## config.mk

```make
export PLATFORM = sky130hd
export DESIGN_NAME = spc_prep
export DESIGN_NICKNAME = d
export VERILOG_FILES = /design/src/hw/rtl/subpixel_peak_centroid_3x3_assert.svh /design/src/hw/rtl/spc_pkg.sv /design/src/hw/rtl/spc_prep.sv
export SDC_FILE = /design/constraint.sdc
export NUM_CORES = 2
export LEC_CHECK = 0
export ABC_AREA = 1
export BUFFER_PORTS_ARGS = -buffer_cell sky130_fd_sc_hd__buf_2
export CORE_UTILIZATION = 30
export CTS_BUF_LIST = sky130_fd_sc_hd__clkbuf_4
export CTS_CLUSTER_DIAMETER = 120
export DETAILED_ROUTE_END_ITERATION = 8
export MAX_ROUTING_LAYER = met4
export PLACE_DENSITY = 0.56
export SYNTH_ARGS = -nofsm -noshare
export SYNTH_HDL_FRONTEND = slang
export SYNTH_SLANG_ARGS = --single-unit
```

## constraint.sdc

```tcl
create_clock -name clk -period 29 [get_ports clk]
set_input_delay 7.25 -clock clk [delete_from_list [all_inputs] [get_ports clk]]
set_output_delay 7.25 -clock clk [all_outputs]
set_load 0.05 [all_outputs]
```

## src/hw/rtl/subpixel_peak_centroid_3x3_assert.svh

```systemverilog
// Assertion macros shared by the centroid block.
// Each macro samples on the rising edge of clk and is disabled while rst_n is low.
`ifndef SUBPIXEL_PEAK_CENTROID_3X3_ASSERT_SVH
`define SUBPIXEL_PEAK_CENTROID_3X3_ASSERT_SVH

// Same-cycle implication.
`define SPC_ASSERT_IMP(label, ante, cons, msg) \
  label: assert property (@(posedge clk) disable iff (!rst_n) (ante) |-> (cons)) \
    else $error(msg);

// Next-cycle implication.
`define SPC_ASSERT_NXT(label, ante, cons, msg) \
  label: assert property (@(posedge clk) disable iff (!rst_n) (ante) |=> (cons)) \
    else $error(msg);

`endif

```

## src/hw/rtl/spc_pkg.sv

```systemverilog
`default_nettype none
package spc_pkg;

  localparam int SCORE_W  = 16;
  localparam int COORD_W  = 12;
  localparam int DIM_W    = 13;
  localparam int OUT_W    = 20;
  localparam int OUT_FRAC = 8;
  localparam int STATUS_W = 2;
  localparam int CFG_IDX_W = 2;

  // Column and row partial sums of three scores, full sum of nine, differences.
  localparam int PSUM_W = SCORE_W + 2;
  localparam int SUM_W  = SCORE_W + 4;
  localparam int DIFF_W = SCORE_W + 3;
  // Coordinate times score sum, plus the difference term.
  localparam int PROD_W = COORD_W + 1 + SUM_W;
  localparam int MAG_W  = 31;
  localparam int DEN_W  = SUM_W - 1;
  // Rounded dividend (2 * n * 2^OUT_FRAC + d).
  localparam int REM_W  = MAG_W + OUT_FRAC + 2;
  localparam int QUO_W  = OUT_W;
  localparam int N_CELLS = QUO_W;

  localparam logic [DIM_W-1:0] MAX_DIM = 13'd4096;
  localparam logic [DIM_W-1:0] DIM_RESET = 13'd4096;
  localparam logic [OUT_W-1:0] OUT_MAX = {OUT_W{1'b1}};

  localparam logic [STATUS_W-1:0] ST_OK     = 2'd0;
  localparam logic [STATUS_W-1:0] ST_BORDER = 2'd1;
  localparam logic [STATUS_W-1:0] ST_ZERO   = 2'd2;

  localparam logic [CFG_IDX_W-1:0] CFG_SPACE_WIDTH  = 2'd0;
  localparam logic [CFG_IDX_W-1:0] CFG_SPACE_HEIGHT = 2'd1;

  typedef struct packed {
    logic [DIM_W-1:0] width;
    logic [DIM_W-1:0] height;
  } spc_dims_t;

  typedef struct packed {
    logic signed [SCORE_W-1:0] score_up_left;
    logic signed [SCORE_W-1:0] score_up;
    logic signed [SCORE_W-1:0] score_up_right;
    logic signed [SCORE_W-1:0] score_left;
    logic signed [SCORE_W-1:0] score_center;
    logic signed [SCORE_W-1:0] score_right;
    logic signed [SCORE_W-1:0] score_down_left;
    logic signed [SCORE_W-1:0] score_down;
    logic signed [SCORE_W-1:0] score_down_right;
    logic [COORD_W-1:0]        peak_col;
    logic [COORD_W-1:0]        peak_row;
  } spc_in_t;

  typedef struct packed {
    logic [STATUS_W-1:0] status;
    logic                neg_x;
    logic                neg_y;
    logic                ovf_x;
    logic                ovf_y;
    logic [OUT_W-1:0]    px;
    logic [OUT_W-1:0]    py;
  } spc_side_t;

  typedef struct packed {
    logic [REM_W-1:0] rem_x;
    logic [REM_W-1:0] rem_y;
    logic [REM_W-1:0] dvs;
    logic [QUO_W-1:0] q_x;
    logic [QUO_W-1:0] q_y;
    spc_side_t        side;
  } spc_div_t;

endpackage
`default_nettype wire

```

## src/hw/rtl/spc_prep.sv

```systemverilog
`default_nettype none
module spc_prep (
  input  logic              clk,
  input  logic              rst_n,
  input  spc_pkg::spc_dims_t dims,
  input  logic              up_valid,
  output logic              up_ready,
  input  spc_pkg::spc_in_t  up_data,
  output logic              dn_valid,
  input  logic              dn_ready,
  output spc_pkg::spc_div_t dn_data
);

  logic [4:0] v_r;
  logic [4:0] v_nxt;
  logic [4:0] rdy;

  // Stage 1: partial sums and border check.
  logic signed [spc_pkg::PSUM_W-1:0] s1_l_r, s1_m_r, s1_r_r, s1_u_r, s1_d_r;
  logic [spc_pkg::COORD_W-1:0]       s1_col_r, s1_row_r;
  logic                              s1_border_r;
  // Stage 2: full sum and differences.
  logic signed [spc_pkg::SUM_W-1:0]  s2_total_r;
  logic signed [spc_pkg::DIFF_W-1:0] s2_dx_r, s2_dy_r;
  logic [spc_pkg::COORD_W-1:0]       s2_col_r, s2_row_r;
  logic [spc_pkg::STATUS_W-1:0]      s2_status_r;
  // Stage 3: coordinate times sum.
  logic signed [spc_pkg::PROD_W-1:0] s3_prod_x_r, s3_prod_y_r;
  logic signed [spc_pkg::DIFF_W-1:0] s3_dx_r, s3_dy_r;
  logic signed [spc_pkg::SUM_W-1:0]  s3_total_r;
  logic [spc_pkg::COORD_W-1:0]       s3_col_r, s3_row_r;
  logic [spc_pkg::STATUS_W-1:0]      s3_status_r;
  // Stage 4: magnitudes and signs.
  logic [spc_pkg::MAG_W-1:0]         s4_nx_r, s4_ny_r;
  logic                              s4_neg_x_r, s4_neg_y_r;
  logic [spc_pkg::DEN_W-1:0]         s4_d_r;
  logic [spc_pkg::COORD_W-1:0]       s4_col_r, s4_row_r;
  logic [spc_pkg::STATUS_W-1:0]      s4_status_r;
  // Stage 5: divider set-up.
  spc_pkg::spc_div_t                 s5_r;

  logic [spc_pkg::DIM_W-1:0]         w_c, h_c;
  logic [spc_pkg::DIM_W:0]           col_p2, row_p2;
  logic                              border_c;
  logic signed [spc_pkg::SUM_W-1:0]  total_c;
  logic signed [spc_pkg::PROD_W-1:0] prod_x_c, prod_y_c, tx_c, ty_c, tx_abs, ty_abs;
  logic signed [spc_pkg::SUM_W-1:0]  tot_abs;
  logic [spc_pkg::REM_W-1:0]         num_x_c, num_y_c, lim_c;

  always_comb begin
    rdy[4] = !v_r[4] || dn_ready;
    for (int i = 3; i >= 0; i--) begin
      rdy[i] = !v_r[i] || rdy[i+1];
    end
    v_nxt[0] = rdy[0] ? up_valid : v_r[0];
    for (int i = 1; i < 5; i++) begin
      v_nxt[i] = rdy[i] ? v_r[i-1] : v_r[i];
    end
  end

  always_ff @(posedge clk) begin
    if (!rst_n) begin
      v_r <= '0;
    end else begin
      v_r <= v_nxt;
    end
  end

  always_comb begin
    w_c = (dims.width > spc_pkg::MAX_DIM) ? spc_pkg::MAX_DIM : dims.width;
    h_c = (dims.height > spc_pkg::MAX_DIM) ? spc_pkg::MAX_DIM : dims.height;
    col_p2 = {2'b00, up_data.peak_col} + 14'd2;
    row_p2 = {2'b00, up_data.peak_row} + 14'd2;
    border_c = (up_data.peak_col == '0) || (up_data.peak_row == '0)
            || (col_p2 > {1'b0, w_c}) || (row_p2 > {1'b0, h_c});
  end

  always_ff @(posedge clk) begin
    if (rdy[0]) begin
      s1_l_r <= spc_pkg::PSUM_W'(up_data.score_up_left) + spc_pkg::PSUM_W'(up_data.score_left)
              + spc_pkg::PSUM_W'(up_data.score_down_left);
      s1_m_r <= spc_pkg::PSUM_W'(up_data.score_up) + spc_pkg::PSUM_W'(up_data.score_center)
              + spc_pkg::PSUM_W'(up_data.score_down);
      s1_r_r <= spc_pkg::PSUM_W'(up_data.score_up_right) + spc_pkg::PSUM_W'(up_data.score_right)
              + spc_pkg::PSUM_W'(up_data.score_down_right);
      s1_u_r <= spc_pkg::PSUM_W'(up_data.score_up_left) + spc_pkg::PSUM_W'(up_data.score_up)
              + spc_pkg::PSUM_W'(up_data.score_up_right);
      s1_d_r <= spc_pkg::PSUM_W'(up_data.score_down_left) + spc_pkg::PSUM_W'(up_data.score_down)
              + spc_pkg::PSUM_W'(up_data.score_down_right);
      s1_col_r    <= up_data.peak_col;
      s1_row_r    <= up_data.peak_row;
      s1_border_r <= border_c;
    end
  end

  assign total_c = spc_pkg::SUM_W'(s1_l_r) + spc_pkg::SUM_W'(s1_m_r) + spc_pkg::SUM_W'(s1_r_r);

  always_ff @(posedge clk) begin
    if (rdy[1]) begin
      s2_total_r <= total_c;
      s2_dx_r    <= spc_pkg::DIFF_W'(s1_r_r) - spc_pkg::DIFF_W'(s1_l_r);
      s2_dy_r    <= spc_pkg::DIFF_W'(s1_d_r) - spc_pkg::DIFF_W'(s1_u_r);
      s2_col_r   <= s1_col_r;
      s2_row_r   <= s1_row_r;
      if (s1_border_r) begin
        s2_status_r <= spc_pkg::ST_BORDER;
      end else if (total_c == '0) begin
        s2_status_r <= spc_pkg::ST_ZERO;
      end else begin
        s2_status_r <= spc_pkg::ST_OK;
      end
    end
  end

  assign prod_x_c = $signed({1'b0, s2_col_r}) * s2_total_r;
  assign prod_y_c = $signed({1'b0, s2_row_r}) * s2_total_r;

  always_ff @(posedge clk) begin
    if (rdy[2]) begin
      s3_prod_x_r <= prod_x_c;
      s3_prod_y_r <= prod_y_c;
      s3_dx_r     <= s2_dx_r;
      s3_dy_r     <= s2_dy_r;
      s3_total_r  <= s2_total_r;
      s3_col_r    <= s2_col_r;
      s3_row_r    <= s2_row_r;
      s3_status_r <= s2_status_r;
    end
  end

  // Weighted sum is peak * total + difference term.
  always_comb begin
    tx_c    = s3_prod_x_r + spc_pkg::PROD_W'(s3_dx_r);
    ty_c    = s3_prod_y_r + spc_pkg::PROD_W'(s3_dy_r);
    tx_abs  = tx_c[spc_pkg::PROD_W-1] ? -tx_c : tx_c;
    ty_abs  = ty_c[spc_pkg::PROD_W-1] ? -ty_c : ty_c;
    tot_abs = s3_total_r[spc_pkg::SUM_W-1] ? -s3_total_r : s3_total_r;
  end

  always_ff @(posedge clk) begin
    if (rdy[3]) begin
      s4_nx_r     <= tx_abs[spc_pkg::MAG_W-1:0];
      s4_ny_r     <= ty_abs[spc_pkg::MAG_W-1:0];
      s4_neg_x_r  <= tx_c[spc_pkg::PROD_W-1] ^ s3_total_r[spc_pkg::SUM_W-1];
      s4_neg_y_r  <= ty_c[spc_pkg::PROD_W-1] ^ s3_total_r[spc_pkg::SUM_W-1];
      s4_d_r      <= tot_abs[spc_pkg::DEN_W-1:0];
      s4_col_r    <= s3_col_r;
      s4_row_r    <= s3_row_r;
      s4_status_r <= s3_status_r;
    end
  end

  // Rounded dividend 2*n*2^frac + d over divisor 2d; saturate where quotient needs
  // more than the output width.
  always_comb begin
    num_x_c = {1'b0, s4_nx_r, {(spc_pkg::OUT_FRAC+1){1'b0}}} + spc_pkg::REM_W'(s4_d_r);
    num_y_c = {1'b0, s4_ny_r, {(spc_pkg::OUT_FRAC+1){1'b0}}} + spc_pkg::REM_W'(s4_d_r);
    lim_c   = {1'b0, s4_d_r, {(spc_pkg::OUT_W+1){1'b0}}};
  end

  always_ff @(posedge clk) begin
    if (rdy[4]) begin
      s5_r.rem_x       <= num_x_c;
      s5_r.rem_y       <= num_y_c;
      s5_r.dvs         <= {2'b00, s4_d_r, {spc_pkg::OUT_W{1'b0}}};
      s5_r.q_x         <= '0;
      s5_r.q_y         <= '0;
      s5_r.side.status <= s4_status_r;
      s5_r.side.neg_x  <= s4_neg_x_r;
      s5_r.side.neg_y  <= s4_neg_y_r;
      s5_r.side.ovf_x  <= (num_x_c >= lim_c);
      s5_r.side.ovf_y  <= (num_y_c >= lim_c);
      s5_r.side.px     <= {s4_col_r, {spc_pkg::OUT_FRAC{1'b0}}};
      s5_r.side.py     <= {s4_row_r, {spc_pkg::OUT_FRAC{1'b0}}};
    end
  end

  assign up_ready = rdy[0];
  assign dn_valid = v_r[4];
  assign dn_data  = s5_r;

endmodule
`default_nettype wire

```

[After elaboration in Yosys (flattened, before gate mapping)]
Index checks and enable logic that the tools add are counted.
Storage, ports and cells
  register bits: 594
  input port bits: 198
  output and inout port bits: 211
  logic and storage cells: 100
Cells by class
  add/sub/neg operators: 23
  multipliers: 2
  order comparisons: 6
  multiplexer cells: 6
  bitwise gates (word level): 2
  reductions and logical operators: 16
Operators with widths (count)
  17-bit by 16-bit adder with 18-bit output: 5
  16-bit by 16-bit adder with 17-bit output: 5
  40-bit by 19-bit adder with 41-bit output: 2
  41-bit by 40-bit >= comparator with 1-bit output: 2
  33-bit by 19-bit adder with 33-bit output: 2
  13-bit by 20-bit multiplier with 33-bit output: 2
  31-bit two-way mux: 2
  31-bit negator: 2
  18-bit by 18-bit subtractor with 19-bit output: 2
  12-bit by 2-bit adder with 13-bit output (second input constant): 2
  13-bit > comparator: 2
  13-bit > comparator (second input constant): 2
  13-bit two-way mux: 2
  12-bit zero test: 2
  19-bit by 18-bit adder with 20-bit output: 1
  20-bit zero test: 1
  18-bit by 18-bit adder with 19-bit output: 1
  19-bit two-way mux: 1
  19-bit negator: 1
  1-bit logical OR: 8
  1-bit zero test: 5
  2-bit two-way mux: 1
  1-bit bitwise XOR: 2

[Logic depth before layout (Yosys ltp)]
  word-level depth: 6
  mapped depth: 24
  depth with buffers taken out: 24

[Worst setup path before layout]
OpenSTA, ideal clock, no wires.
  path kind: input -> output
  start: input port dn_ready
  end: output port up_ready
  data arrival time: 18.051 ns
  required time: 21.750 ns
  slack: 3.699 ns
  cell stages on the path: 8
  buffers on the path: 0
  path through: nor2_1 -> inv_1 -> nor2_1 -> inv_1 -> nor2_1 -> inv_1 -> nor2_1 -> nand2_1
On the way
  longest elaborated chain between the ends: 5
RTL lines
  from (decl): line spc_prep.sv:10  | input logic dn_ready,
  1-bit logical OR: line spc_prep.sv:51  | rdy[4] = !v_r[4] || dn_ready;
  via rdy[4]: line spc_prep.sv:16  | logic [4:0] rdy;
  1-bit logical OR: line spc_prep.sv:53  | rdy[i] = !v_r[i] || rdy[i+1];
  via rdy[3]: line spc_prep.sv:16
  1-bit logical OR: line spc_prep.sv:53
  via rdy[2]: line spc_prep.sv:16
  1-bit logical OR (2 in a row): line spc_prep.sv:53
  to (decl): line spc_prep.sv:7  | output logic up_ready,
The timed path passes the listed nets, and every way through them passes these cells.

[Worst setup path after layout]
Ends and elaborated chain as after synthesis.

==> flow_summary_export.csv <==
group,metric,value,unit
cts,post-cts-setup-buffer-count,0,
setup_path,required,21750,ps
detailed_routing,vias,40888,
setup_path,r2r_slack,22620,ps
setup_path,worstRegToRegCells,17,
logic_synthesis,ys_async_sr_fraction,0,%
logic_synthesis,ys_types,53,
sta,rsz0062_at_grt,"false",
sta,relSlewSlack,24.3,%
sta,fin_crit_sh,60.5,%
setup_path,r2r_start,"s2_row_r[4]",
flow_run,maxCapViolCount,0,
cts,numClockSinks,576,
setup_path,rr_endpoint,"s3_prod_y_r[27]",
cells_and_area,drive_above_1_share,10.5,%
detailed_routing,dr.first_iter.drc_count,2260,
grt,grt_pass1_wl,233000,µm
logic_synthesis,synth-adder-area-share,29.7,%
placed_design,place.detailed.hpwl,122000,µm
grt,antenna_found_initial,5,
min_path,hp-class,"register to register",
cts,cts_tree,"yes",
logic_synthesis,synthCells,6266,
detailed_routing,ant_nets,0,
floorplanning,initial_core_util,30.2,%
logic_synthesis,seq_area_frac_synth,31.3,%
cts,clk_pin_slew,70,ps
min_path,min_from,"s3_row_r[10]",
floorplanning,core_area,183000,µm²
logic_synthesis,synth.most_common_cell,"nand2_1",
detailed_routing,drc,0,
cts,root_buffer,"clkbuf_4",
detailed_routing,dr.pass1.iters,5,
setup_path,critPathKind,"input port to output pin",
cells_and_area,finalInstanceArea,61500,µm²
sta,final.setup.tns,0,ps
placed_design,placement.cell_area,59400,µm²
grt,grt_max_degree,83,
floorplanning,die_w,431,µm
cts,htree_levels,4,
outcome,outcome,"completed",
setup_path,crit_fanout,79,
logic_synthesis,synth_seq_cells,576,
logic_synthesis,synth_top_family_by_area,"adder cells",
floorplanning,io_pins,409,
cells_and_area,n_fill_cell,19017,
sta,setup_viol,0,
cts,clk_latency,1110,ps
logic_synthesis,syn-cell-area,55200,µm²
detailed_routing,routedWlPerCell,16.0,µm
cts,numCtsBuffers,157,
logic_synthesis,synthSimpleGateAreaFrac,16.5,%
logic_synthesis,synthMuxAreaShare,0,%
min_path,hold_path_depth,0,
grt,overflow,0,
logic_synthesis,synth_compound_area_share,5.40,%
detailed_routing,wirelength,148000,µm
min_path,min_to,"s4_row_r[10]",
sta,fmax,0.0570,GHz
logic_synthesis,synth.avg_cell_area,8.80,µm²
logic_synthesis,synthFlopType,"edfxtp_1",
sta,finalHoldViolCount,0,
setup_path,end_kind,"output pin",
cells_and_area,num-nets-final,7853,
sta,worst_pin_slew,1140,ps
sta,fin_skew,85.0,ps
detailed_routing,via_per_inst,4.41,
setup_path,worstPathArrival,10280,ps
logic_synthesis,synth_common_cells,"nand2_1, inv_1, edfxtp_1",
placed_design,place.gp.congestion,0.933,
sta,period_needed,17530,ps
cts,clk_path_buf_depth,3,
placed_design,portBuffers,330,
setup_path,critPathLaunchType,"input port",
logic_synthesis,synth_top_area_share,31.1,%
floorplanning,die_area,186000,µm²
logic_synthesis,yosys_warnings,0,
grt,grt_pass1_vias,42791,
floorplanning,row_count,157,
grt,grt_usage,16.6,%
cts,ctsResizeCount,0,
cells_and_area,area_delta_synth_final,11.5,%
logic_synthesis,yosysTopAreaCell,"edfxtp_1",
sta,maxSlewViolCount,0,
logic_synthesis,synth.area.top_cells,"edfxtp_1, fa_1, nand2_1",
logic_synthesis,synthXorXnorAreaFrac,5.00,%
logic_synthesis,synth_edf_count,571,
floorplanning,dieHeight,431,µm
cts,hold_buffers,0,
## placed cells by master, fill, tap and decap left out, drive strengths merged, types with 7 or more instances in the layout
| master | n |
|---|---|
| ha | 437 |
| buf | 363 |
| conb | 78 |
| a211oi | 12 |
| a31oi | 13 |
| nand2 | 1506 |
| o21ai | 122 |
| bufinv | 7 |
| o21bai | 29 |
| fa | 546 |
| o31ai | 9 |
| inv | 1488 |
| nand3 | 201 |
| xnor2 | 111 |
| a21oi | 273 |
| clkbuf | 216 |
| o211ai | 12 |
| a21o | 17 |
| diode | 8 |
| nor4 | 24 |
| o21a | 9 |
| clkinv | 50 |
| nand3b | 17 |
| a21boi | 17 |
| nor2 | 315 |
| nand4 | 65 |
| nor3 | 49 |
| xor2 | 204 |
| edfxtp | 571 |
## registers in the layout, summed over array words and instances, names as in the netlist, 18 cells and up
register	count
s4_nx_r	31
s3_dy_r	19
s2_total_r	20
s3_prod_x_r	33
s4_ny_r	31
s4_d_r	19
s3_prod_y_r	33
s1_m_r	18
s1_r_r	18
dn_data	113
s3_dx_r	19
s1_l_r	18
s3_total_r	20
s2_dy_r	19
s1_d_r	18
s2_dx_r	19
s1_u_r	18
## per-stage QoR
| step | utilization, % | instances | worst slack, ps | hold slack (ps) |
|---|---|---|---|---|
| after CTS | 33.6 | 9255 | 11290 | 381 |
| after global placement | 32.5 | 8977 | 11300 | 401 |
| after detailed placement | 32.5 | 8977 | 11310 | 405 |
| final | 33.6 | 9263 | 11470 | 390 |
| after global routing | 33.6 | 9261 | 11180 | 370 |
| after floorplan | - | 6343 | 3700 | 400 |
## critical path: stages
cell     delay (ps)
buf_2            80
nor2_1           50
inv_4           320
nor2_1          160
inv_4           340
nor2_1          160
inv_6           550
nor2_1          240
nand2_4         620
buf_2           390
## final cells by class
class                           count  area [µm²]  area share, %
Antenna cell                        8        20.0         0.0326
Clock buffer                      216        1620           2.64
Clock inverter                     62         492          0.800
Inverter                         1486        5590           9.09
Multi-Input combinational cell   4088       31500           51.3
Sequential cell                   576       17200           28.0
Tap cell                         2464        3080           5.01
Timing Repair Buffer              363        1900           3.09
## cell families after synthesis
group,Yosys count
buffers and inverters,1679
other,1
AO/OA/AOI/OAI,526
flip-flops,576
AND/OR/NAND/NOR,2186
XOR/XNOR,315
adder cells (fa/ha/maj),983
## worst max path at each step
stage | from | to | cells past startpoint
5_1_grt | dn_ready | up_ready | 10
4_1_cts | dn_ready | up_ready | 10
3_3_place_gp | dn_ready | up_ready | 10
6_report | dn_ready | up_ready | 10
3_5_place_dp | dn_ready | up_ready | 10
2_1_floorplan | dn_ready | up_ready | 8
## routing by layer
layer | vias up | share of wire, % | track usage [%]
met3 | 201 | 3.9 | 2.29
met2 | 873 | 50 | 28.6
met4 | 0 | 3.1 | 5.73
met5 | - | 0 | -
met1 | 19604 | 43 | 19.9
li1 | 20210 | - | -
Power is left out: the tool's default activity adds up to more than one toggle a clock period on the data nets, which glitch-free logic cannot reach.
