===== config.mk =====
export PLATFORM = sky130hd
export DESIGN_NAME = spc_cell
export DESIGN_NICKNAME = d
export VERILOG_FILES = /design/src/hw/rtl/subpixel_peak_centroid_3x3_assert.svh /design/src/hw/rtl/spc_pkg.sv /design/src/hw/rtl/spc_cell.sv
export SDC_FILE = /design/constraint.sdc
export NUM_CORES = 1
export LEC_CHECK = 0
export ABC_CLOCK_PERIOD_IN_PS = 7900
export BUFFER_PORTS_ARGS = -buffer_cell sky130_fd_sc_hd__buf_2
export CELL_PAD_IN_SITES_DETAIL_PLACEMENT = 1
export CELL_PAD_IN_SITES_GLOBAL_PLACEMENT = 1
export CORE_ASPECT_RATIO = 1.2
export CORE_MARGIN = 4
export CORE_UTILIZATION = 30
export DETAILED_ROUTE_END_ITERATION = 6
export PLACE_DENSITY_LB_ADDON = 0.25
export SYNTH_ARGS = -nofsm -noshare
export SYNTH_HDL_FRONTEND = slang
export SYNTH_SLANG_ARGS = --single-unit

===== constraint.sdc =====
create_clock -name clk -period 7.9 [get_ports clk]
set_input_delay 0.395 -clock clk [delete_from_list [all_inputs] [get_ports clk]]
set_output_delay 0.395 -clock clk [all_outputs]
set_load 0.01 [all_outputs]

===== src/hw/rtl/subpixel_peak_centroid_3x3_assert.svh =====
// Assertion macros shared by the centroid block.
// Each macro samples on the rising edge of clk and is disabled while rst_n is low.
`ifndef SUBPIXEL_PEAK_CENTROID_3X3_ASSERT_SVH
`define SUBPIXEL_PEAK_CENTROID_3X3_ASSERT_SVH

// Same-cycle implication.
`define SPC_ASSERT_IMP(label, ante, cons, msg) \
  label: assert property (@(posedge clk) disable iff (!rst_n) (ante) |-> (cons)) \
    else $error(msg);

// Next-cycle implication.
`define SPC_ASSERT_NXT(label, ante, cons, msg) \
  label: assert property (@(posedge clk) disable iff (!rst_n) (ante) |=> (cons)) \
    else $error(msg);

`endif


===== src/hw/rtl/spc_pkg.sv =====
`default_nettype none
package spc_pkg;

  localparam int SCORE_W  = 16;
  localparam int COORD_W  = 12;
  localparam int DIM_W    = 13;
  localparam int OUT_W    = 20;
  localparam int OUT_FRAC = 8;
  localparam int STATUS_W = 2;
  localparam int CFG_IDX_W = 2;

  // Column and row partial sums of three scores, full sum of nine, differences.
  localparam int PSUM_W = SCORE_W + 2;
  localparam int SUM_W  = SCORE_W + 4;
  localparam int DIFF_W = SCORE_W + 3;
  // Coordinate times score sum, plus the difference term.
  localparam int PROD_W = COORD_W + 1 + SUM_W;
  localparam int MAG_W  = 31;
  localparam int DEN_W  = SUM_W - 1;
  // Rounded dividend (2 * n * 2^OUT_FRAC + d).
  localparam int REM_W  = MAG_W + OUT_FRAC + 2;
  localparam int QUO_W  = OUT_W;
  localparam int N_CELLS = QUO_W;

  localparam logic [DIM_W-1:0] MAX_DIM = 13'd4096;
  localparam logic [DIM_W-1:0] DIM_RESET = 13'd4096;
  localparam logic [OUT_W-1:0] OUT_MAX = {OUT_W{1'b1}};

  localparam logic [STATUS_W-1:0] ST_OK     = 2'd0;
  localparam logic [STATUS_W-1:0] ST_BORDER = 2'd1;
  localparam logic [STATUS_W-1:0] ST_ZERO   = 2'd2;

  localparam logic [CFG_IDX_W-1:0] CFG_SPACE_WIDTH  = 2'd0;
  localparam logic [CFG_IDX_W-1:0] CFG_SPACE_HEIGHT = 2'd1;

  typedef struct packed {
    logic [DIM_W-1:0] width;
    logic [DIM_W-1:0] height;
  } spc_dims_t;

  typedef struct packed {
    logic signed [SCORE_W-1:0] score_up_left;
    logic signed [SCORE_W-1:0] score_up;
    logic signed [SCORE_W-1:0] score_up_right;
    logic signed [SCORE_W-1:0] score_left;
    logic signed [SCORE_W-1:0] score_center;
    logic signed [SCORE_W-1:0] score_right;
    logic signed [SCORE_W-1:0] score_down_left;
    logic signed [SCORE_W-1:0] score_down;
    logic signed [SCORE_W-1:0] score_down_right;
    logic [COORD_W-1:0]        peak_col;
    logic [COORD_W-1:0]        peak_row;
  } spc_in_t;

  typedef struct packed {
    logic [STATUS_W-1:0] status;
    logic                neg_x;
    logic                neg_y;
    logic                ovf_x;
    logic                ovf_y;
    logic [OUT_W-1:0]    px;
    logic [OUT_W-1:0]    py;
  } spc_side_t;

  typedef struct packed {
    logic [REM_W-1:0] rem_x;
    logic [REM_W-1:0] rem_y;
    logic [REM_W-1:0] dvs;
    logic [QUO_W-1:0] q_x;
    logic [QUO_W-1:0] q_y;
    spc_side_t        side;
  } spc_div_t;

endpackage
`default_nettype wire


===== src/hw/rtl/spc_cell.sv =====
`default_nettype none
module spc_cell (
  input  logic              clk,
  input  logic              rst_n,
  input  logic              up_valid,
  output logic              up_ready,
  input  spc_pkg::spc_div_t up_data,
  output logic              dn_valid,
  input  logic              dn_ready,
  output spc_pkg::spc_div_t dn_data
);

  logic              v_r;
  spc_pkg::spc_div_t d_r;
  spc_pkg::spc_div_t d_nxt;
  logic              ge_x, ge_y;

  // One restoring step for both coordinates against the shared divisor.
  always_comb begin
    ge_x  = up_data.rem_x >= up_data.dvs;
    ge_y  = up_data.rem_y >= up_data.dvs;
    d_nxt = up_data;
    d_nxt.rem_x = ge_x ? up_data.rem_x - up_data.dvs : up_data.rem_x;
    d_nxt.rem_y = ge_y ? up_data.rem_y - up_data.dvs : up_data.rem_y;
    d_nxt.q_x   = {up_data.q_x[spc_pkg::QUO_W-2:0], ge_x};
    d_nxt.q_y   = {up_data.q_y[spc_pkg::QUO_W-2:0], ge_y};
    d_nxt.dvs   = {1'b0, up_data.dvs[spc_pkg::REM_W-1:1]};
  end

  assign up_ready = !v_r || dn_ready;

  always_ff @(posedge clk) begin
    if (!rst_n) begin
      v_r <= 1'b0;
    end else if (up_ready) begin
      v_r <= up_valid;
    end
  end

  always_ff @(posedge clk) begin
    if (up_ready) begin
      d_r <= d_nxt;
    end
  end

  assign dn_valid = v_r;
  assign dn_data  = d_r;

endmodule
`default_nettype wire


## Word-level counts from Yosys, hierarchy flattened

Index checks and enable logic that the tools add are counted.

| operators by class | value |
|---|---|
| $add $sub $neg | 2 |
| $lt $le $gt $ge | 2 |
| multiplexer cells | 2 |
| reductions and logical operators | 2 |

Operators by type and width:

| operator | number |
|---|---|
| $ge 41x41->1 | 2 |
| $mux 41 | 2 |
| $sub 41x41->41 | 2 |
| $logic_not 1->1 | 1 |
| $logic_or 1x1->1 | 1 |

| storage, ports and cells | value |
|---|---|
| flip-flop bits (word level) | 209 |
| bits of input ports | 213 |

## Longest topological paths before layout

Gate-level depths: netlist of run 1.

| depth | value |
|---|---|
| depth after elaboration | 2 |
| mapped depth | 15 |
| mapped depth without buffers | 13 |

## Worst setup path before layout of run 1

No wires, ideal clock.

| timing path | value |
|---|---|
| kind | input to register |
| start point | input dn_ready |
| end point | register v_r, in the netlist dn_valid |
| library setup time | 0.385 ns |
| arrival time | 5.955 ns |
| data required time | 7.515 ns |
| setup slack | 1.560 ns |
| stages on the path | 2 |
| buffers on the path | 0 |
| cell sequence | nand2b_1 a21boi_0 |

| on the way | value |
|---|---|
| cells in the longest elaborated chain, start to end | 1 |

RTL lines:

| what | RTL line | source |
|---|---|---|
| from (decl) | spc_cell.sv:9 | `input logic dn_ready,` |
| $logic_or 1x1->1 | spc_cell.sv:30 | `assign up_ready = !v_r \|\| dn_ready;` |
| to (signal assigned) | spc_cell.sv:36 | `v_r <= up_valid;` |
| to (decl) | spc_cell.sv:13 | `logic v_r;` |

No other way between the ends.
A chain may end at the register's enable or synchronous reset.

==> impl_metrics.tcl, run 1 <==
set metrics [dict create \
    portBuffers 420 \
    grt_pass1_vias 10500 \
    cts_sinks 209 \
    clock_skew_ns 0.00948 \
    min_path_cells 1 \
    slew_headroom_pct 41.9 \
    holdWs_ns 0.0431 \
    final_nets 1775 \
    die_h_microns 226 \
    gp_congestion 0.874 \
    ys_seq_area_share_pct 52.9 \
    path_clk_slew_ns 0.06 \
    post-route-min-period_ns 4.22 \
    vias_per_cell 4.91 \
    hold_viol 0 \
    grt_max_degree 68 \
    drtIter0Drc 382 \
    ir_drop_uv 132 \
    ys_warn_count 0 \
    die_width_microns 189 \
    rsz0062_at_grt "false" \
    synth_top_cells_by_area "edfxtp_1 53%, ha_1 8.7%, a21oi_1 4.3%" \
    reg2regPathDepth 2 \
    synth.most_common_cell "edfxtp_1" \
    die-area_sq_mm 0.0428 \
    firstDrtPassIters 4 \
    synth_mux_area_share_pct 1.50 \
    ys.flop_type "edfxtp_1" \
    cp-end-kind "register" \
    synth.largest_area_cell "edfxtp_1" \
    drc 0 \
    synth_top_family_by_area "compound AO/OA/AOI/OAI gates" \
    cts_tree "built" \
    syn_area_per_cell_sq_um 11.2 \
    hold_buffers 0 \
    finalCritPeriodShare_pct 53.4 \
    status "completed" \
    numCtsBuffers 24 \
    area_growth_pct 28.9 \
    worstPathArrival_ns 4.49 \
    tns_ns 0 \
    layoutNonFillerInstCount 2025 \
    maxSlewViolCount 0 \
    htree_levels 1 \
    synthSimpleGateAreaFrac_pct 9.81 \
    clk_latency_ns 0.53 \
    antenna_found_initial 13 \
    wl_per_cell_microns 20.9 \
    critPathLaunchType "input pin" \
    cts_buffer_depth 3 \
    synthXorXnorAreaFrac_pct 5.32 \
    critPathKind "input pin to register" \
    grt_pass1_wl_microns 62100 \
    synth_top_area_share_pct 52.7 \
    p_per_area_mw_per_mm2 216 \
    synth_compound_area_share_pct 18.1 \
    postRouteAntennaNets 0 \
    hold_path.class "input pin to register" \
    synth_nets 1358 \
    postLayoutCoreUtil_pct 39.2 \
    synthAdderAreaFrac_pct 8.99 \
    synthCells 1061 \
    synth_seq_cells 209 \
    p_leak_nw 6.96 \
    required_ns 8.17 \
    drive_above_1_share_pct 33.2 \
    synthArstFlopShare_pct 0 \
    synth_area_sq_mm 0.0119 \
    grt_use_total_pct 18.8 \
    cap_violations 0 \
    dr_total_vias 9941 \
    io_pins 424 \
    dp_hpwl_microns 34600 \
    core-area_sq_mm 0.0389 \
    clock.fmax_mhz 237 \
    setup_viol 0 \
    cts_resized 0 \
    worst_slew_pin_slew_ns 0.872 \
    dp.cells 1978 \
    yosysUniqueCellTypes 75 \
    drt_wl_total_microns 42400 \
    crit_fanout 67 \
    clockRootBuffer "clkbuf_16" \
    start_util_pct 30.4 \
    synthTopCellsByCount "208 x edfxtp_1, 101 x a21oi_1, 82 x ha_1" \
    post-cts-setup-buffers 0 \
    synth-edff-count 208 \
    grt_overflow 0 \
    num_rows 79 \
]
[cell type report]
class,count,area (sq um)
Fill cell,4533,23700
Inverter,66,248
Sequential cell,209,6270
Tap cell,526,658
Clock buffer,26,629
Timing Repair Buffer,426,2150
Antenna cell,4,10.0
Multi-Input combinational cell,751,5200
Clock inverter,17,121
[critical path, cell delays in order]
cell	delay, ns
buf_2	0.09
inv_1	0.08
ha_1	0.42
nand4_1	0.28
a21oi_1	0.13
o21a_1	0.21
a2111oi_2	0.58
o31a_1	0.43
o41ai_4	0.17
a21o_2	0.32
a41oi_4	0.45
buf_4	0.58
inv_2	0.13
mux2i_1	0.15
[power by group]
part           switching (W)  internal [W]
clock               0.000468      0.000609
sequential         0.0000368       0.00137
combinational       0.000488      0.000326
total               0.000993       0.00231
[cell usage in the layout, fill, tap and decap left out, types with 31 or more instances in the layout]
cell type,synthesis,routed
buf_2,9,420
edfxtp_1,208,208
a21oi_1,101,101
ha_1,82,82
o21ai_0,80,80
nand2_1,79,79
nor2_1,67,67
inv_1,65,65
a21o_1,56,56
xnor2_1,41,41
xor2_1,31,31
[registers in the layout (all words and copies together), names as in the netlist]
name,count
dn_valid,1
dn_data,208
[per-stage QoR]
step	total power (W)	worst slack [ns]	cell area, sq um
4_1_cts	0.00337	3.73	15300
3_5_place_dp	0.00226	3.16	14500
5_1_grt	0.00349	3.46	15300
6_report	0.00330	3.68	15300
2_1_floorplan	0.00193	1.56	11900
3_3_place_gp	0.00224	3.21	14500
[path summary, 6_finish.rpt]
check	from	end	slack [ns]
max	up_data[91]	dn_data[168]$_DFFE_PP_	3.68
min	up_data[39]	dn_data[39]$_DFFE_PP_	0.04
max reg2reg	dn_valid$_SDFFE_PN0P_	dn_data[199]$_DFFE_PP_	5.95
min reg2reg	dn_valid$_SDFFE_PN0P_	dn_data[35]$_DFFE_PP_	0.96
[per-layer routing]
layer	track usage (%)	up-vias	wire length [microns]	share of wire (%)
met4	5.35	16	1220	2.9
li1	-	4797	-	-
met3	5.30	74	3380	8.0
met2	34.9	336	21800	51
met5	0	-	103	0.24
met1	20.9	4718	15900	37
[logic make-up after synthesis]
group                      Yosys count
xor gates and xnor gates            72
other                                1
adders and majority gates           84
buffers and inverters              101
muxes                               16
DFF                                209
and+or+nand+nor                    247
AOI/OAI and AO/OA                  331
Power figures use the tool's default switching activity.
==> run 2, diff against run 1 <==
--- a/config.mk
+++ b/config.mk
@@ -5,7 +5,7 @@
 export SDC_FILE = /design/constraint.sdc
 export NUM_CORES = 1
 export LEC_CHECK = 0
-export ABC_CLOCK_PERIOD_IN_PS = 7900
+export ABC_CLOCK_PERIOD_IN_PS = 3700
 export BUFFER_PORTS_ARGS = -buffer_cell sky130_fd_sc_hd__buf_2
 export CELL_PAD_IN_SITES_DETAIL_PLACEMENT = 1
 export CELL_PAD_IN_SITES_GLOBAL_PLACEMENT = 1
==> constraint.sdc (replaced) <==
create_clock -name clk -period 3.7 [get_ports clk]
set_input_delay 0.185 -clock clk [delete_from_list [all_inputs] [get_ports clk]]
set_output_delay 0.185 -clock clk [all_outputs]
set_load 0.01 [all_outputs]
==> run 2 against run 1 <==
Against the previous run:
- clock power grew 120%
- clock skew rose by 0.00060 ns
- combinational power rose to 2.5 times the previous value
- power grew 130%
- critical endpoint is now dn_data[206]$_DFFE_PP_
==> impl_metrics.tcl, run 2 (same netlist as run 1, synthesis figures left out) <==
set metrics [dict create \
    tns_ns 0 \
    crit_chain "dlygate4sd3_1 -> buf_2 -> inv_1 -> ha_4 -> nand4_1 -> a21oi_2 -> o21a_1 -> a2111oi_2 -> buf_4 -> o31a_1 -> buf_4 -> o41ai_4 -> a21o_2 -> a41oi_4 -> buf_6 -> o41a_1" \
    crit_buf_inv 6 \
    final_nets 2004 \
    post-route-min-period_ns 3.62 \
    clk_latency_ns 0.53 \
    start_util_pct 30.4 \
    r2r_start "dn_valid$_SDFFE_PN0P_" \
    drt_wl_total_microns 48600 \
    ir_drop_uv 232 \
    cp-end-kind "register" \
    numCtsBuffers 24 \
    met3_usage_pct 4.38 \
    largest_reg_flops 208 \
    dp_hpwl_microns 35900 \
    firstDrtPassIters 4 \
    critPathLaunchType "input pin" \
    reg2reg_slack_ns 1.67 \
    die_h_microns 226 \
    hold_path.startpoint "up_data[154]" \
    critical_path.top_delay_family "compound AO/OA/AOI/OAI gates" \
    cap_violations 0 \
    worst_slew_pin_slew_ns 0.952 \
    dp.cells 2016 \
    grt_use_total_pct 21.3 \
    htree_levels 1 \
    drc 0 \
    portBuffers 420 \
    rsz0062_at_grt "true" \
    gp_congestion 0.852 \
    grt_pass1_wl_microns 70500 \
    critPathKind "input pin to register" \
    p_per_area_mw_per_mm2 422 \
    final_common_cell "buf_2" \
    min_path_cells 2 \
    groute.layer.met1.usage_pct 23.1 \
    slew_headroom_pct 36.5 \
    area_growth_pct 49.1 \
    core-area_sq_mm 0.0389 \
    hold-path-endpoint "dn_data[154]$_DFFE_PP_" \
    drive_above_1_share_pct 31.7 \
    reg2reg_to "dn_valid$_SDFFE_PN0P_" \
    hold_path.class "input pin to register" \
    drtIter0Drc 448 \
    hold_viol 0 \
    required_ns 3.97 \
    cts_tree "built" \
    grt_overflow 0 \
    clock_skew_ns 0.0101 \
    grt_max_degree 68 \
    p_leak_nw 8.01 \
    maxSlewViolCount 0 \
    clockRootBuffer "clkbuf_16" \
    setup_viol 0 \
    nFillCells 4444 \
    grt_pass1_vias 11900 \
    num_rows 79 \
    postRouteAntennaNets 0 \
    die-area_sq_mm 0.0428 \
    crit_top_cell "buf_4" \
    wl_per_cell_microns 21.6 \
    io_pins 424 \
    gr-usage-met2_pct 41.1 \
    slowest_delay_ns 0.59 \
    die_width_microns 189 \
    cts_sinks 209 \
    antenna_found_initial 9 \
    crit_fanout 5 \
    critPathSlowestCell "dlygate4sd3_1" \
    worstPathArrival_ns 3.90 \
    finalCritPeriodShare_pct 98.0 \
    cts_buffer_depth 3 \
    status "completed" \
    final_cell_mix "420 x buf_2, 208 x edfxtp_1, 185 x dlygate4sd3_1" \
    dr_total_vias 11000 \
    vias_per_cell 4.88 \
    reg2regPathDepth 3 \
    path_clk_slew_ns 0.07 \
    clock.fmax_mhz 276 \
    busiest_layer "met2" \
    layoutNonFillerInstCount 2255 \
]
-- run 2: cell count changes in the layout (fill, tap and decap cells not counted), sizes merged --
cell,change
dlymetal6s4s,+1
inv,-1
bufinv,+1
dlygate4sd3,+185
buf,+42
clkinv,-2
clkbuf,+4
-- run 2: worst max-delay path by stage --
stage	startpoint	to	slack (ns)	cells past startpoint
floorplan	dn_valid$_SDFFE_PN0P_	dn_valid$_SDFFE_PN0P_	0.24	2
global placement	up_data[90]	dn_data[166]$_DFFE_PP_	0.16	15
detailed placement	up_data[90]	dn_data[166]$_DFFE_PP_	0.1	15
CTS	up_data[89]	dn_data[206]$_DFFE_PP_	0.01	16
global route	up_data[91]	dn_data[206]$_DFFE_PP_	-0.02	16
finish	up_data[91]	dn_data[206]$_DFFE_PP_	0.08	16
-- run 2: final cells by class --
class / count / area (sq um) / share of cell area (%)
Sequential cell: 209 / 6270 / 35.5
Multi-Input combinational cell: 751 / 5260 / 29.8
Timing Repair Buffer: 655 / 4440 / 25.1
Tap cell: 526 / 658 / 3.73
Clock buffer: 29 / 641 / 3.63
Inverter: 66 / 248 / 1.40
Clock inverter: 15 / 140 / 0.793
Antenna cell: 4 / 10.0 / 0.0567
-- run 2: what timing repair did --
item / 4_1_cts / 5_1_grt
buffers inserted: 0 / 4
endpoints found under the setup margin: 0 / 47
hold endpoints to repair: 185 / 0
hold buffers: 186 / 0
gates resized for setup: 0 / 14
-- run 2: report_power, final --
group          switching, W  leakage [nW]  total (W)  internal (W)
Combinational       0.00114          5.46    0.00205      0.000907
Clock               0.00101         0.376    0.00239       0.00138
Sequential        0.0000885          2.17    0.00302       0.00293
-- run 2: metal layers --
| metal | up-vias | share of wire, % |
|---|---|---|
| li1 | 5254 | - |
| met1 | 5318 | 37 |
| met2 | 339 | 54 |
| met3 | 77 | 5.8 |
| met4 | 10 | 2.9 |
| met5 | - | 0.12 |
-- run 2: per-stage QoR --
step	hold WS, ns	utilization, %	instance area (sq um)	power, W	setup WS, ns
2_1_floorplan	0.284	-	11900	0.00410	0.238
3_3_place_gp	0.361	38.2	14900	0.00487	0.160
4_1_cts	0.00495	45.0	17500	0.00751	0.0143
6_report	0.0329	45.4	17700	0.00746	0.0751
3_5_place_dp	0.363	38.2	14900	0.00490	0.0990
5_1_grt	0.0103	45.4	17700	0.00784	-0.0209
==> run 3, diff against run 2 <==
--- a/config.mk
+++ b/config.mk
@@ -10,7 +10,6 @@
 export CELL_PAD_IN_SITES_DETAIL_PLACEMENT = 1
 export CELL_PAD_IN_SITES_GLOBAL_PLACEMENT = 1
 export CORE_ASPECT_RATIO = 1.2
-export CORE_MARGIN = 4
 export CORE_UTILIZATION = 30
 export DETAILED_ROUTE_END_ITERATION = 6
 export PLACE_DENSITY_LB_ADDON = 0.25
==> run 3 against run 2 <==
Against the previous run:
- maximum frequency rose by 2.4%
- critical path type unchanged
- register-to-register slack improved by 0.08 ns
- non-clock buffer count fell by 4
- sequential share of layout area rose by 0.16 points
- worst setup slack improved by 0.085 ns
==> impl_metrics.tcl, run 3 (same netlist as run 1, synthesis figures left out) <==
set metrics [dict create \
    clk_latency_ns 0.54 \
    grt_pass1_vias 11500 \
    nFillCells 4382 \
    dp_hpwl_microns 34500 \
    cts_buffer_depth 3 \
    pwr-share-seq_pct 40.8 \
    required_ns 3.98 \
    p_switching_w 0.00222 \
    grt_max_degree 68 \
    portBuffers 420 \
    die_width_microns 183 \
    clockRootBuffer "clkbuf_16" \
    critPathKind "input pin to register" \
    gp_congestion 0.853 \
    dp.cells 2018 \
    final_cell_mix "420 x buf_2, 208 x edfxtp_1, 183 x dlygate4sd3_1" \
    largest_reg_flops 208 \
    layoutNonFillerInstCount 2249 \
    htree_levels 1 \
    cts_tree "built" \
    grt_overflow 0 \
    worst_slew_pin_slew_ns 0.856 \
    p_leak_nw 8.00 \
    drive_above_1_share_pct 31.5 \
    pre_cts_slack_ns 0.100 \
    wl_per_cell_microns 20.6 \
    crit_fanout 14 \
    switching_share_pct 30.0 \
    firstDrtPassIters 4 \
    worstPathArrival_ns 3.82 \
    rsz0062_at_grt "false" \
    io_pins 424 \
    p_comb_share_pct 27.3 \
    final_common_cell "buf_2" \
    slew_headroom_pct 42.9 \
    numCtsBuffers 24 \
    postLayoutCoreUtil_pct 45.3 \
    num_rows 79 \
    clock.fmax_mhz 282 \
    multi_input_area_sq_mm 0.00525 \
    setup_ws_ns 0.160 \
    critPathLaunchType "input pin" \
    clock_skew_ns 0.0141 \
    tns_ns 0 \
    setup_viol 0 \
    dpl_cell_area_sq_mm 0.0149 \
    status "completed" \
    area_growth_pct 48.4 \
    die-area_sq_mm 0.0403 \
    final_nets 2000 \
    maxSlewViolCount 0 \
    final_area_sq_mm 0.0176 \
    hold_viol 0 \
    path_clk_slew_ns 0.06 \
    grt_pass1_wl_microns 67600 \
    drtIter0Drc 458 \
    finalCritPeriodShare_pct 95.7 \
    p_per_area_mw_per_mm2 421 \
    grt_use_total_pct 22.1 \
    start_util_pct 30.5 \
    cp-end-kind "register" \
    cts_sinks 209 \
    regArea_sq_mm 0.00627 \
    dr_total_vias 10800 \
    core-area_sq_mm 0.0388 \
    drc 0 \
    cap_violations 0 \
    ir_drop_uv 309 \
    hold_path.class "input pin to register" \
    p_clk_share_pct 31.9 \
    drt_wl_total_microns 46300 \
    die_h_microns 220 \
    postRouteAntennaNets 0 \
    antenna_found_initial 11 \
    post-route-min-period_ns 3.54 \
    vias_per_cell 4.82 \
    p_int_w 0.00518 \
]
## run 3: cell types whose count changed in the layout (fill, tap and decap cells not counted), sizes merged
cell,before,now
diode,4,5
dlygate4sd3,185,183
clkinvlp,2,0
bufinv,2,0
clkinv,10,6
clkbuf,30,35
buf,468,466
## run 3: repair_timing
action / 4_1_cts / 5_1_grt
setup buffers: 0 / 0
hold endpoints to repair: 183 / 0
setup endpoints to repair: 0 / 35
gates resized for setup: 0 / 11
hold buffers: 184 / 0
## run 3: power groups by stage
stage          combinational [W]  sequential [W]  clock, W
2_1_floorplan           0.000894         0.00321         0
3_5_place_dp             0.00183         0.00306         0
3_3_place_gp             0.00181         0.00305         0
5_1_grt                  0.00221         0.00304   0.00250
4_1_cts                  0.00200         0.00301   0.00242
6_report                 0.00202         0.00302   0.00236
## run 3: layer usage
layer | share of wire, % | track usage [%] | vias up
met3 | 6.0 | 4.68 | 65
met1 | 39 | 24.8 | 5218
met2 | 53 | 41.6 | 312
met5 | 0.16 | 0 | -
li1 | - | - | 5241
met4 | 2.5 | 6.28 | 10
## run 3: final timing paths
kind	from	slack [ns]	to	cells after the start
worst min register to register	dn_valid$_SDFFE_PN0P_	1.19	dn_data[48]$_DFFE_PP_	1
worst max-delay path	up_data[90]	0.16	dn_data[206]$_DFFE_PP_	16
worst max register to register	dn_valid$_SDFFE_PN0P_	1.75	dn_valid$_SDFFE_PN0P_	3
worst min-delay path	up_data[157]	0.03	dn_data[157]$_DFFE_PP_	3
## run 3: per-stage QoR
stage / hold WS (ns) / total power, W
after floorplan: 0.284 / 0.00410
after global placement: 0.362 / 0.00486
after detailed placement: 0.363 / 0.00489
after CTS: 0.00246 / 0.00744
after global routing: 0.0203 / 0.00775
final: 0.0287 / 0.00740
## run 3: final cells by class
| type | count | share of cell area [%] |
|---|---|---|
| Sequential cell | 209 | 35.6 |
| Inverter | 66 | 1.41 |
| Timing Repair Buffer | 651 | 25.0 |
| Multi-Input combinational cell | 751 | 29.8 |
| Antenna cell | 5 | 0.0711 |
| Tap cell | 526 | 3.74 |
| Clock buffer | 34 | 4.09 |
| Clock inverter | 7 | 0.242 |
## run 3: worst max-delay path, cell delays in order
cell and delay, ns:
dlygate4sd3_1 0.57, buf_2 0.13, inv_1 0.07, ha_1 0.31, buf_4 0.14, a21oi_1 0.09, o31ai_2 0.34, a2111oi_2 0.11
buf_4 0.16, o31a_1 0.27, buf_4 0.16, o41ai_4 0.24, a21o_2 0.21, a41oi_4 0.19, buf_6 0.22, o41a_1 0.41
